[src/rtl/core/fbr_pkg.sv]
// Shared types, constants and helper functions of the raster drawing engine.
package fbr_pkg;

   // Default framebuffer geometry
   localparam int MAX_WIDTH_DEF  = 256;
   localparam int MAX_HEIGHT_DEF = 256;

   // Field widths
   localparam int FW      = 12;        // signed coordinate field
   localparam int CW      = FW + 1;    // internal coordinate, with headroom
   localparam int REG_W   = 9;
   localparam int COLOR_W = 24;
   localparam int CNT_W   = 17;
   localparam int RAD_W   = 10;
   localparam int OP_W    = 3;
   localparam int CX_W    = RAD_W + 1; // circle step x, may pass radius by one
   localparam int SQ_W    = 2 * RAD_W; // radius squared

   // Pipeline drain length after the last point
   localparam logic [1:0] DRAIN_LAST = 2'd1;

   typedef enum logic [OP_W-1:0] {
      OP_WRITE  = 3'd0,
      OP_READ   = 3'd1,
      OP_BOX    = 3'd2,
      OP_HSPAN  = 3'd3,
      OP_VSPAN  = 3'd4,
      OP_CIRCLE = 3'd5
   } op_type;

   typedef enum logic {
      CSR_WIDTH  = 1'b0,
      CSR_HEIGHT = 1'b1
   } csr_index_type;

   typedef enum logic [3:0] {
      ST_IDLE,
      ST_PIXEL,
      ST_BOX,
      ST_RASTER,
      ST_CIR_SQ,
      ST_CIR_AXIS,
      ST_CIR_INIT,
      ST_CIR_ROOT,
      ST_CIR_OCT,
      ST_CIR_QUAD,
      ST_DRAIN,
      ST_FINISH
   } state_type;

   typedef enum logic [1:0] {
      PT_A,
      PT_RASTER,
      PT_CIRCLE
   } pt_sel_type;

   // Controller to datapath
   typedef struct packed {
      logic       start;
      logic       box_setup;
      logic       col_step;
      logic       row_step;
      logic       square;
      logic       cir_init;
      logic       root_dec;
      logic       x_step;
      logic       emit;
      logic       is_read;
      pt_sel_type pt_sel;
      logic [2:0] oct;
      logic       load_rsp;
   } ctrl_cmd_type;

   // Datapath to controller
   typedef struct packed {
      logic r_zero;
      logic x_end;
      logic y_end;
      logic root_more;
      logic x_lt_y;
      logic x_eq_y;
      logic rsp_busy;
   } dp_status_type;

   function automatic logic signed [CW-1:0] sext_coord(input logic signed [FW-1:0] v);
      return {v[FW-1], v};
   endfunction

   function automatic logic signed [CW-1:0] clamp_coord(input logic signed [CW-1:0] v,
                                                         input logic signed [CW-1:0] hi);
      logic signed [CW-1:0] r;
      if (v < 0) r = '0;
      else if (v > hi) r = hi;
      else r = v;
      return r;
   endfunction

endpackage

[src/rtl/core/fbr_ctrl.sv]
// Command sequencer of the raster drawing engine.
module fbr_ctrl import fbr_pkg::*; (
   input  logic             clock,
   input  logic             reset,
   input  logic             req_valid,
   input  logic [OP_W-1:0]  req_type,
   output logic             req_ready,
   input  dp_status_type    status,
   output ctrl_cmd_type     cmd
);

   state_type  state_ff, state_in;
   op_type     op_ff, op_in;
   logic [2:0] sub_ff, sub_in;
   logic [1:0] drain_ff, drain_in;

   // Hold state
   always_ff @(posedge clock) begin
      if (reset) begin
         state_ff <= ST_IDLE;
         op_ff    <= OP_WRITE;
         sub_ff   <= '0;
         drain_ff <= '0;
      end else begin
         state_ff <= state_in;
         op_ff    <= op_in;
         sub_ff   <= sub_in;
         drain_ff <= drain_in;
      end
   end

   // Next state and commands
   always_comb begin
      state_in  = state_ff;
      op_in     = op_ff;
      sub_in    = sub_ff;
      drain_in  = drain_ff;
      req_ready = 1'b0;
      cmd       = '0;
      cmd.pt_sel = PT_A;
      unique case (state_ff)
         ST_IDLE: begin
            req_ready = 1'b1;
            if (req_valid) begin
               cmd.start = 1'b1;
               op_in     = op_type'(req_type);
               case (op_type'(req_type)) inside
                  OP_WRITE, OP_READ:           state_in = ST_PIXEL;
                  OP_BOX, OP_HSPAN, OP_VSPAN:  state_in = ST_BOX;
                  OP_CIRCLE:                   state_in = ST_CIR_SQ;
                  default:                     state_in = ST_FINISH;
               endcase
            end
         end
         ST_PIXEL: begin
            cmd.emit    = 1'b1;
            cmd.pt_sel  = PT_A;
            cmd.is_read = (op_ff == OP_READ);
            drain_in    = '0;
            state_in    = ST_DRAIN;
         end
         ST_BOX: begin
            cmd.box_setup = 1'b1;
            state_in      = ST_RASTER;
         end
         ST_RASTER: begin
            cmd.emit   = 1'b1;
            cmd.pt_sel = PT_RASTER;
            if (status.x_end) begin
               if (status.y_end) begin
                  drain_in = '0;
                  state_in = ST_DRAIN;
               end else begin
                  cmd.row_step = 1'b1;
               end
            end else begin
               cmd.col_step = 1'b1;
            end
         end
         ST_CIR_SQ: begin
            cmd.square = 1'b1;
            sub_in     = '0;
            state_in   = status.r_zero ? ST_PIXEL : ST_CIR_AXIS;
         end
         ST_CIR_AXIS: begin
            // axis points: (0,r) (0,-r) (r,0) (-r,0)
            cmd.emit   = 1'b1;
            cmd.pt_sel = PT_CIRCLE;
            case (sub_ff[1:0])
               2'd0:    cmd.oct = 3'd0;
               2'd1:    cmd.oct = 3'd1;
               2'd2:    cmd.oct = 3'd4;
               default: cmd.oct = 3'd6;
            endcase
            if (sub_ff[1:0] == 2'd3) state_in = ST_CIR_INIT;
            else sub_in = sub_ff + 3'd1;
         end
         ST_CIR_INIT: begin
            cmd.cir_init = 1'b1;
            state_in     = ST_CIR_ROOT;
         end
         ST_CIR_ROOT: begin
            sub_in = '0;
            if (status.root_more) begin
               cmd.root_dec = 1'b1;
            end else if (status.x_lt_y) begin
               state_in = ST_CIR_OCT;
            end else if (status.x_eq_y) begin
               state_in = ST_CIR_QUAD;
            end else begin
               drain_in = '0;
               state_in = ST_DRAIN;
            end
         end
         ST_CIR_OCT: begin
            cmd.emit   = 1'b1;
            cmd.pt_sel = PT_CIRCLE;
            cmd.oct    = sub_ff;
            if (sub_ff == 3'd7) begin
               cmd.x_step = 1'b1;
               state_in   = ST_CIR_ROOT;
            end else begin
               sub_in = sub_ff + 3'd1;
            end
         end
         ST_CIR_QUAD: begin
            cmd.emit   = 1'b1;
            cmd.pt_sel = PT_CIRCLE;
            cmd.oct    = sub_ff;
            if (sub_ff == 3'd3) begin
               drain_in = '0;
               state_in = ST_DRAIN;
            end else begin
               sub_in = sub_ff + 3'd1;
            end
         end
         ST_DRAIN: begin
            if (drain_ff == DRAIN_LAST) state_in = ST_FINISH;
            else drain_in = drain_ff + 2'd1;
         end
         ST_FINISH: begin
            if (!status.rsp_busy) begin
               cmd.load_rsp = 1'b1;
               state_in     = ST_IDLE;
            end
         end
         default: state_in = ST_IDLE;
      endcase
   end

endmodule

[config.mk]
export PLATFORM = sky130hd
export DESIGN_NAME = fbr_ctrl
export DESIGN_NICKNAME = d
export VERILOG_FILES = /design/src/rtl/core/fbr_pkg.sv /design/src/rtl/core/fbr_ctrl.sv
export SDC_FILE = /design/constraint.sdc
export NUM_CORES = 1
export LEC_CHECK = 0
export ABC_CLOCK_PERIOD_IN_PS = 2900
export BUFFER_PORTS_ARGS = -buffer_cell sky130_fd_sc_hd__clkbuf_2
export CAP_MARGIN = 20
export CORE_MARGIN = 5
export CORE_UTILIZATION = 53
export CTS_CLUSTER_DIAMETER = 40
export DETAILED_ROUTE_END_ITERATION = 16
export PLACE_DENSITY = 0.91
export SYNTH_ARGS = -nofsm -noshare
export SYNTH_HDL_FRONTEND = slang
export SYNTH_SLANG_ARGS = --single-unit
[constraint.sdc]
create_clock -name clock -period 2.9 [get_ports clock]
set_clock_uncertainty 0.15 [all_clocks]
set_input_delay 0.145 -clock clock [delete_from_list [all_inputs] [get_ports clock]]
set_output_delay 0.145 -clock clock [all_outputs]
set_load 0.05 [all_outputs]
==> After elaboration in Yosys (flattened, before gate mapping) <==
Cells that the tools add are included.
{ "op_classes": {"n_addsub": 2, "eq_ne": 38, "muxes": 49, "reduce_logical": 15} }
{ "ops": {"columns": ["op", "n"], "rows": [
  ["$mux W4", 13],
  ["$pmux W4 S12", 1],
  ["$ne A2 B2 Y1 const B", 15],
  ["$mux W2", 9],
  ["$mux W1", 17],
  ["$eq A4 B3 Y1 const B", 4],
  ["$eq A4 B4 Y1 const B", 4],
  ["$mux W3", 4],
  ["$pmux W3 S4", 1],
  ["$pmux W2 S5", 1],
  ["$eq A3 B2 Y1 const B", 3],
  ["$eq A3 B3 Y1 const B", 3],
  ["$pmux W3 S3", 1],
  ["$reduce_and A9 Y1", 1],
  ["$eq A4 B2 Y1 const B", 2],
  ["$reduce_and A8 Y1", 1],
  ["$eq A3 B1 Y1 const B", 2],
  ["$pmux W3 S2", 1],
  ["$reduce_or A2 Y1", 3],
  ["$reduce_or A3 Y1", 2],
  ["$reduce_bool A5 Y1", 1],
  ["$reduce_or A5 Y1", 1],
  ["$eq A2 B1 Y1 const B", 2],
  ["$eq A2 B2 Y1 const B", 2],
  ["other kinds (10)", 10]
]} }
{ "totals": {"register_bits": 12, "inputBits": 13, "out_inout_bits": 17, "word_cells": 108} }

==> Depth between registers and ports, before layout <==
Gate-level depths: netlist of the first run.
{ "logic_depth": {"ltp_word": 6, "depth_mapped": 7, "ltp_nobuf": 6} }

==> Least setup slack after synthesis of the first run <==
OpenSTA, ideal clock, no wires.
{ "synth_timing": {"path_type": "register -> output", "start": "reg state_ff[0]", "end": "out cmd[15] in the netlist's numbering", "arrival_ns": 2.995, "required_time_ns": 2.605, "path_slack_ns": -0.390, "path_stages_with_launch": 6, "cell_sequence": "dfxtp_1 buf_2 buf_1 nor4_1 nand2_1 inv_1"} }
{ "synth_rtl": {"columns": ["item", "line", "text"], "rows": [
  ["start: declaration", "fbr_ctrl.sv:12", "state_type state_ff, state_in;"],
  ["start signal: assignment", "fbr_ctrl.sv:25", "state_ff <= state_in;"],
  ["end: declaration", "fbr_ctrl.sv:9", "output ctrl_cmd_type cmd"]
]} }

==> flow_summary.yaml, run 1 <==
drt:
  drtIter0Drc: 46
  routed-via-count: 1227
  dr.pass1.iters: 4
  via_per_inst: 5.84
  drc_errors: 0
  routedWlPerCell_um: 14.1
  drt_wl_total_mm: 2.97
  ant_nets: 0
floorplan:
  die_area_um2: 3350
  io_pins: 30
  start_util: 0.554
  chipWidth_um: 57.9
  coreArea_um2: 2190
  rows: 17
  die_h_um: 57.9
clocking:
  ctsHoldBuffers: 1
  clock_sinks: 12
  clkLatencyLatePin_ns: 0.27
  clockRootBuffer: "clkbuf_4"
  post_cts_buffers: 0
  cts_tree: "built"
  post_cts_resized: 0
  cts_buffer_depth: 2
  htree_levels: 1
  cts_buffers: 3
  cts.clk_slew.worst_paths_ns: 0.08
timing:
  fin_setup_tns_ns: 0
  min_period_ns: 2.43
  period_share: 0.838
  slew_headroom: 0.580
  worstMarginPinSlew_ns: 0.630
  hold_violations: 0
  maxSlewViolCount: 0
  rsz0062_at_grt: "false"
  fmax_mhz: 411
  setup_viol: 0
final_layout:
  diodes: 0
  fill_cells: 206
  syn2layout_area_growth_pct: 16.0
  nets: 203
  drive_gt1_frac: 0.275
  stdcell_count: 210
worst_hold_path:
  hold_start: "req_type[2]"
  hold_end: "op_ff[2]$_SDFFE_PP0P_"
  min_path_cells: 3
  hold_class: "in -> reg"
job:
  cap_violations: 0
placed_design:
  hpwlAfterDp_mm: 2.27
  gp_congestion: 0.843
  dp_cells: 205
  portBuffers: 29
global_route:
  grt_max_degree: 22
  grt_pass1_wl_mm: 4.97
  grt_overflow_total: 0
  antenna_found_initial: 0
  grt.total_usage: 0.184
  grt_pass1_vias: 1179
worst_setup_path:
  worstPathArrival_ns: 2.14
  worstPathRequired_ns: 2.61
  path_cells: "buf_4 -> nor2b_1 -> o211ai_1 -> a21oi_1 -> clkbuf_2"
  cp-end-kind: "output pin"
  reg2reg_to: "sub_ff[2]$_SDFFE_PP0P_"
  r2r_start: "state_ff[2]$_SDFFE_PP0P_"
  ff2ff_path_depth: 5
  crit_path_top_delay_cell: "dfxtp_1"
  r2r_slack_ns: 0.53
  worstSetupStartpointType: "flop"
  path_class: "reg -> out"
  cp_slowest_stage_delay_ns: 0.64
  cp_max_fo: 15
power:
  p_per_area_nw_per_um2: 951
  irDropWorstVdd_mv: 1.14
  p_leak_nw: 0.614
yosys:
  synth_edf_count: 0
  synth_flop_cell: "dfxtp_1"
  seq_area_frac_synth: 0.198
  yosys_register_bits: 12
  ys_async_sr_fraction: 0
  yosys_warnings: 0
  syn_nets: 178
  synth_cell_type_count: 49
  syn_inst: 158
  syn_avg_cell_area_um2: 7.68
  netlist_area_um2: 1210
outcome:
  outcome: "complete, no violations"
how the worst max path moves through the flow:
stage,from,end,slack [ns]
global route,state_ff[0]$_SDFFE_PP0P_,cmd[3],0.35
floorplan,state_ff[1]$_SDFFE_PP0P_,cmd[0],0.33
CTS,state_ff[0]$_SDFFE_PP0P_,cmd[3],0.47
finish,state_ff[0]$_SDFFE_PP0P_,cmd[3],0.47
global placement,sub_ff[0]$_SDFFE_PP0P_,state_ff[2]$_SDFFE_PP0P_,0.71
detailed placement,state_ff[2]$_SDFFE_PP0P_,sub_ff[2]$_SDFFE_PP0P_,0.59
cell usage in the layout, fill, tap and decap left out, types with 2 or more instances in the layout:
master / count
a21oi_1: 9
a32oi_1: 2
buf_4: 4
clkbuf_2: 29
clkbuf_4: 3
dfxtp_1: 12
ha_1: 7
inv_1: 9
mux2_2: 3
mux2i_1: 7
nand2_1: 8
nand2b_1: 4
nand3b_1: 3
nand4b_1: 3
nand4bb_1: 2
nor2_1: 23
nor2b_1: 5
nor3_1: 8
nor3b_1: 3
o21ai_0: 7
or4b_1: 2
metal layers:
metal / routed length (um) / vias up / global-route usage
met5: 0 / - / 0
met4: 30 / 0 / 0.0795
met3: 239 / 4 / 0.0356
met2: 1390 / 49 / 0.302
met1: 1310 / 558 / 0.232
li1: - / 616 / -
report_power, final:
group	leakage, nW	internal, mW	switching, mW
Clock	0.0210	0.0763	0.0573
Sequential	0.0980	0.207	0.122
Combinational	0.495	0.333	0.543
sequential cells by signal (all words and copies together), names as in the netlist:
name and count:
sub_ff 3, state_ff 4, op_ff 3, drain_ff 2
kinds of logic (layout without fill, tap and decap cells):
logic type | after synthesis | after routing | share of synthesized area
AND/OR/NAND/NOR | 70 | 70 | 0.338
AO/OA/AOI/OAI | 33 | 33 | 0.190
buffers and inverters | 23 | 47 | 0.0897
flip-flops | 12 | 12 | 0.198
multiplexers | 11 | 11 | 0.0979
adder cells (fa/ha/maj) | 7 | 7 | 0.0722
XOR/XNOR | 2 | 2 | 0.0144
per-stage QoR:
step	total power [mW]	hold slack [ns]	worst slack [ns]	utilization	cell area [um^2]
finish	1.34	0.0401	0.469	0.642	1410
global route	1.42	0.0809	0.349	0.642	1410
CTS	1.34	0.0321	0.465	0.642	1410
detailed placement	1.20	0.288	0.588	0.621	1360
global placement	1.16	0.264	0.708	0.621	1360
floorplan	1.06	0.139	0.331	-	1230
area by class of cell:
cell class / instances / area (um^2) / share of cell area
multi-input cells: 123 / 877 / 0.623
flip-flops and latches: 12 / 240 / 0.171
repair buffers: 34 / 185 / 0.132
clock buffers: 4 / 36.3 / 0.0258
well taps: 28 / 35.0 / 0.0249
inverters: 9 / 33.8 / 0.0240
cells in the mapped netlist (2+ instances only):
cell type  instances  area, um^2
a21oi_1            9        45.0
a32oi_1            2        17.5
buf_1              2        7.51
buf_2              3        15.0
buf_6              2        22.5
clkbuf_1           6        22.5
dfxtp_1           12         240
ha_1               7        87.6
inv_1              9        33.8
mux2_2             3        33.8
mux2i_1            7        70.1
nand2_1            8        30.0
nand2b_1           4        25.0
nand3b_1           3        22.5
nand4b_1           3        26.3
nand4bb_1          2        22.5
nor2_1            23        86.3
nor2b_1            5        31.3
nor3_1             8        40.0
nor3b_1            3        22.5
nor4b_1            2        17.5
o21ai_0            7        35.0
or4b_1             2        20.0
critical path: cells and delay by family (launching register included):
| kind | cells | cell delay [ns] |
|---|---|---|
| buf+inv | 2 | 0.59 |
| flops | 1 | 0.64 |
| compound gates | 2 | 0.31 |
| simple gates | 1 | 0.32 |
Power figures use the tool's default switching activity.
==> run 2, diff against run 1 <==
--- a/config.mk
+++ b/config.mk
@@ -5,11 +5,12 @@
 export SDC_FILE = /design/constraint.sdc
 export NUM_CORES = 1
 export LEC_CHECK = 0
-export ABC_CLOCK_PERIOD_IN_PS = 2900
+export ABC_AREA = 1
+export ABC_CLOCK_PERIOD_IN_PS = 2300
 export BUFFER_PORTS_ARGS = -buffer_cell sky130_fd_sc_hd__clkbuf_2
 export CAP_MARGIN = 20
 export CORE_MARGIN = 5
-export CORE_UTILIZATION = 53
+export CORE_UTILIZATION = 52
 export CTS_CLUSTER_DIAMETER = 40
 export DETAILED_ROUTE_END_ITERATION = 16
 export PLACE_DENSITY = 0.91
==> constraint.sdc (replaced) <==
create_clock -name clock -period 2.3 [get_ports clock]
set_clock_uncertainty 0.15 [all_clocks]
set_input_delay 0.115 -clock clock [delete_from_list [all_inputs] [get_ports clock]]
set_output_delay 0.115 -clock clock [all_outputs]
set_load 0.05 [all_outputs]
==> flow_summary.yaml, run 2 <==
drt:
  dr.pass1.iters: 4
  drt_wl_total_mm: 2.78
  drc_errors: 0
  ant_nets: 0
  routedWlPerCell_um: 11.4
  drtIter0Drc: 46
  via_per_inst: 5.11
  routed-via-count: 1251
yosys:
  yosys.area_share.simple: 0.466
  syn_inst: 185
  synth_flop_cell: "dfxtp_1"
  synth-compound-area-share: 0.111
  synth_cell_type_count: 26
  yosys_register_bits: 12
  synth_most_common_cell: "nand2_1"
  synth.area.mux_share: 0
  syn_nets: 205
  yosysTopAreaCell: "dfxtp_1"
  yosys_warnings: 0
  synth_edf_count: 0
  seq_area_frac_synth: 0.217
  ys_async_sr_fraction: 0
  synth_top_area_frac: 0.217
  syn_avg_cell_area_um2: 5.98
  synth_top_family_by_area: "simple AND/OR/NAND/NOR gates"
  netlist_area_um2: 1110
  ys_top_cells_by_area: "dfxtp_1, nand2_1, nand3_1"
  synth-adder-area-share: 0.0792
  yosys-top-cells-count: "nand2_1, inv_1, nand3_1"
  synthXorXnorAreaFrac: 0
floorplan:
  rows: 16
  coreArea_um2: 2000
  io_pins: 30
  die_area_um2: 3150
  die_h_um: 56.1
  start_util: 0.553
  chipWidth_um: 56.1
timing:
  fin_setup_tns_ns: 0
  worstMarginPinSlew_ns: 0.380
  setup_viol: 0
  fmax_mhz: 459
  maxSlewViolCount: 0
  period_share: 0.948
  min_period_ns: 2.18
  hold_violations: 0
  slew_headroom: 0.747
  setup_ws_ns: 0.120
  rsz0062_at_grt: "false"
job:
  cap_violations: 0
clocking:
  post_cts_buffers: 0
  post_cts_resized: 0
  cts_tree: "built"
  clkLatencyLatePin_ns: 0.28
  cts.clk_slew.worst_paths_ns: 0.09
  cts_buffer_depth: 2
  clock_sinks: 12
  cts_buffers: 3
  htree_levels: 1
  ctsHoldBuffers: 2
  clockRootBuffer: "clkbuf_4"
final_layout:
  fill_cells: 203
  fin_util: 0.669
  top_register: "state_ff"
  layout_commonest_cell: "nand2_1"
  final-seq-area_um2: 240
  diodes: 0
  final_cell_mix: "nand2_1, inv_1, clkbuf_2, nand3_1, nor2_1"
  largest_register_ffs: 4
  nets: 239
  multi_input_area_um2: 732
  drive_gt1_frac: 0.257
  largestRegisters: "state_ff x4, op_ff x3, sub_ff x3"
  syn2layout_area_growth_pct: 21.0
placed_design:
  hpwlAfterDp_mm: 2.36
  portBuffers: 29
  gp_congestion: 0.945
  place_ws_ns: 0.464
power:
  pwr-share-clk: 0.111
  p_total_mw: 1.55
  p_per_area_nw_per_um2: 1160
  seqPwrFrac: 0.228
  power.switching_uw: 896
  irDropWorstVdd_mv: 0.987
  p_leak_nw: 0.751
  swShare: 0.577
  intPower_uw: 657
  p_comb_frac: 0.660
worst_setup_path:
  r2r_slack_ns: 0.56
  cp_max_fo: 7
  worstPathRequired_ns: 2.04
  worstSetupStartpointType: "flop"
  cp-end-kind: "output pin"
  worstPathArrival_ns: 1.91
  path_class: "reg -> out"
  r2r_start: "state_ff[0]$_SDFFE_PP0P_"
  crit_path_start: "state_ff[0]$_SDFFE_PP0P_"
global_route:
  grt_max_degree: 10
  grt_pass1_wl_mm: 4.92
  antenna_found_initial: 0
  grt_pass1_vias: 1176
  grt.total_usage: 0.189
  grt_overflow_total: 0
outcome:
  outcome: "complete, no violations"
worst_hold_path:
  hold_class: "in -> reg"
  hold_start: "req_type[1]"
[run 2: cell count changes in the layout (fill, tap and decap cells not counted), sizes merged, moves of 4 or more]
cell / change
buf: -4
mux2: -4
nand3: +26
nor2b: -5
nand2b: -4
nand2: +36
nor2: +6
nor3: -7
a21oi: +4
inv: +26
mux2i: -7
[run 2: path summary, 6_finish.rpt]
path / end / depth (start not counted)
worst max register to register: sub_ff[0]$_SDFFE_PP0P_ / 9
worst min-delay path: op_ff[1]$_SDFFE_PP0P_ / 3
worst min register to register: op_ff[2]$_SDFFE_PP0P_ / 2
worst max-delay path: cmd[3] / 7
[run 2: routing by layer]
metal  vias to the layer above  global-route usage  share of wire
li1                        652                   -              -
met1                       542               0.238           0.44
met2                        55               0.331           0.48
met3                         2              0.0418          0.082
met4                         0              0.0305         0.0047
met5                         -                   0              0
[run 2: power groups by stage]
stage / clock [mW] / sequential [mW] / combinational (mW)
after floorplan: 0 / 0.331 / 0.837
after global placement: 0 / 0.355 / 1.01
after detailed placement: 0 / 0.358 / 1.02
after CTS: 0.179 / 0.353 / 1.03
after global routing: 0.186 / 0.364 / 1.14
final: 0.173 / 0.355 / 1.03
[run 2: area by class of cell]
type | count | share of cell area
Tap cell | 27 | 0.0252
Inverter | 35 | 0.0981
Clock buffer | 4 | 0.0271
Multi-Input combinational cell | 136 | 0.547
Timing Repair Buffer | 31 | 0.123
Sequential cell | 12 | 0.179
[run 2: kinds of logic after synthesis]
group / after synthesis
DFF: 12
AOI/OAI and AO/OA: 22
buffers and inverters: 37
and+or+nand+nor: 107
adders and majority gates: 7
[run 2: per-stage QoR]
step                      hold slack (ns)  cells  area [um^2]
final                              0.0275    245         1340
after global routing               0.0610    245         1340
after CTS                          0.0268    245         1340
after detailed placement            0.243    239         1280
after global placement              0.237    239         1280
after floorplan                     0.133    185         1110
[run 2: worst max-delay path, cell delays in order, from the launching register on]
cell	delay, ns
dfxtp_1	0.46
inv_1	0.13
nor2_1	0.25
nand2_2	0.15
inv_1	0.12
o21ai_0	0.09
o21ai_0	0.10
clkbuf_2	0.32
==> run 3, diff against run 2 <==
--- a/config.mk
+++ b/config.mk
@@ -10,10 +10,10 @@
 export BUFFER_PORTS_ARGS = -buffer_cell sky130_fd_sc_hd__clkbuf_2
 export CAP_MARGIN = 20
 export CORE_MARGIN = 5
-export CORE_UTILIZATION = 52
+export CORE_UTILIZATION = 47
 export CTS_CLUSTER_DIAMETER = 40
 export DETAILED_ROUTE_END_ITERATION = 16
-export PLACE_DENSITY = 0.91
+export PLACE_DENSITY = 0.85
 export SYNTH_ARGS = -nofsm -noshare
 export SYNTH_HDL_FRONTEND = slang
 export SYNTH_SLANG_ARGS = --single-unit
==> flow_summary.yaml, run 3 (synthesized netlist as in run 2, its figures left out) <==
worst_setup_path:
  reg2reg_to: "sub_ff[0]$_SDFFE_PP0P_"
  r2r_start: "sub_ff[0]$_SDFFE_PP0P_"
  cp_max_fo: 7
  cp-end-kind: "output pin"
  crit_end: "cmd[3]"
  crit_path_start: "state_ff[0]$_SDFFE_PP0P_"
  worstPathArrival_ns: 1.78
  ff2ff_path_depth: 8
  worstPathRequired_ns: 2.04
  r2r_slack_ns: 0.59
  worstSetupStartpointType: "flop"
  path_class: "reg -> out"
power:
  p_total_mw: 1.50
  pwr-share-clk: 0.087
  power.switching_uw: 880
  swShare: 0.586
  p_leak_nw: 0.743
  p_comb_frac: 0.679
  intPower_uw: 622
  irDropWorstVdd_mv: 0.773
  seqPwrFrac: 0.234
  p_per_area_nw_per_um2: 1130
floorplan:
  chipWidth_um: 58.5
  coreArea_um2: 2230
  die_area_um2: 3420
  die_h_um: 58.5
  rows: 17
  start_util: 0.495
  io_pins: 30
final_layout:
  design_area_um2: 1330
  final-seq-area_um2: 240
  multi_input_area_um2: 732
  largestRegisters: "state_ff x4, op_ff x3, sub_ff x3"
  drive_gt1_frac: 0.253
  nets: 239
  stdcell_count: 245
  largest_register_ffs: 4
  fill_cells: 243
  diodes: 0
  syn2layout_area_growth_pct: 19.9
  layout_commonest_cell: "nand2_1"
  final_cell_mix: "nand2_1, inv_1, clkbuf_2, nand3_1, nor2_1"
  top_register: "state_ff"
timing:
  setup_viol: 0
  rsz0062_at_grt: "false"
  hold_violations: 0
  period_share: 0.888
  setup_ws_ns: 0.258
  maxSlewViolCount: 0
  slew_headroom: 0.759
  worstMarginPinSlew_ns: 0.361
  min_period_ns: 2.04
  fmax_mhz: 490
  fin_setup_tns_ns: 0
placed_design:
  dp_cells: 240
  hpwlAfterDp_mm: 2.25
  place_ws_ns: 0.546
  postPlaceCellArea_um2: 1280
  portBuffers: 29
  gp_congestion: 0.934
global_route:
  grt_max_degree: 10
  grt_pass1_vias: 1086
  grt_pass1_wl_mm: 4.56
  grt.total_usage: 0.171
  antenna_found_initial: 0
  grt_overflow_total: 0
clocking:
  cts_buffers: 3
  clockRootBuffer: "clkbuf_4"
  post_cts_buffers: 0
  cts_buffer_depth: 2
  clock_sinks: 12
  cts.clk_slew.worst_paths_ns: 0.08
  clkLatencyLatePin_ns: 0.27
  htree_levels: 1
  cts_tree: "built"
drt:
  drt_wl_total_mm: 2.73
  routed-via-count: 1229
  drc_errors: 0
  routedWlPerCell_um: 11.1
  ant_nets: 0
  drtIter0Drc: 70
  via_per_inst: 5.02
  dr.pass1.iters: 4
job:
  cap_violations: 0
outcome:
  outcome: "complete, no violations"
worst_hold_path:
  hold_class: "in -> reg"
==> run 3: changes by cell type in the layout (fill, tap and decap cells not counted), sizes merged <==
cell    change
clkbuf      -1
==> run 3: worst max-delay path: stages, from the launching register on <==
cell      delay [ns]
dfxtp_1         0.46
inv_1           0.12
nor2_1          0.23
nand2_2         0.15
inv_1           0.11
o21ai_0         0.08
o21ai_0         0.07
clkbuf_2        0.30
==> run 3: routing by layer <==
metal  track usage  routed length [um]
met5             0                   0
met4        0.0795                  51
met3        0.0263                 194
met2         0.262                1220
met1         0.235                1270
==> run 3: area by class of cell <==
type / instances / share of cell area
clock buffer: 3 / 0.0170
inverter: 35 / 0.0991
multi-input combinational: 136 / 0.552
sequential: 12 / 0.181
tap: 28 / 0.0264
timing repair buffer: 31 / 0.125
==> run 3: how the worst min path moves through the flow <==
stage / startpoint / endpoint / slack (ns) / cells past startpoint
6_report: req_type[1] / op_ff[1]$_SDFFE_PP0P_ / 0.009 / 3
5_1_grt: req_type[1] / op_ff[1]$_SDFFE_PP0P_ / 0.04 / 3
4_1_cts: req_type[1] / op_ff[1]$_SDFFE_PP0P_ / 0.006 / 3
3_5_place_dp: req_type[0] / op_ff[0]$_SDFFE_PP0P_ / 0.24 / 3
3_3_place_gp: req_type[0] / op_ff[0]$_SDFFE_PP0P_ / 0.23 / 3
2_1_floorplan: req_type[0] / op_ff[0]$_SDFFE_PP0P_ / 0.13 / 2
==> run 3: timing repair <==
item | 4_1_cts | 5_1_grt
hold buffers | 2 | 0
hold endpoints to repair | 6 | 0
gates resized for setup | 0 | 0
==> run 3: metrics by stage <==
step | utilization | hold WS [ns]
after CTS | 0.594 | 0.00581
final | 0.594 | 0.00927
after global placement | 0.575 | 0.233
after detailed placement | 0.575 | 0.241
after global routing | 0.594 | 0.0350
after floorplan | - | 0.133
==> run 3: power by group through the flow <==
stage               sequential [mW]  clock (mW)  combinational, mW
floorplan                     0.331           0              0.837
global placement              0.352           0               1.01
detailed placement            0.355           0               1.01
CTS                           0.350       0.133               1.02
global route                  0.363       0.139               1.13
finish                        0.351       0.131               1.02
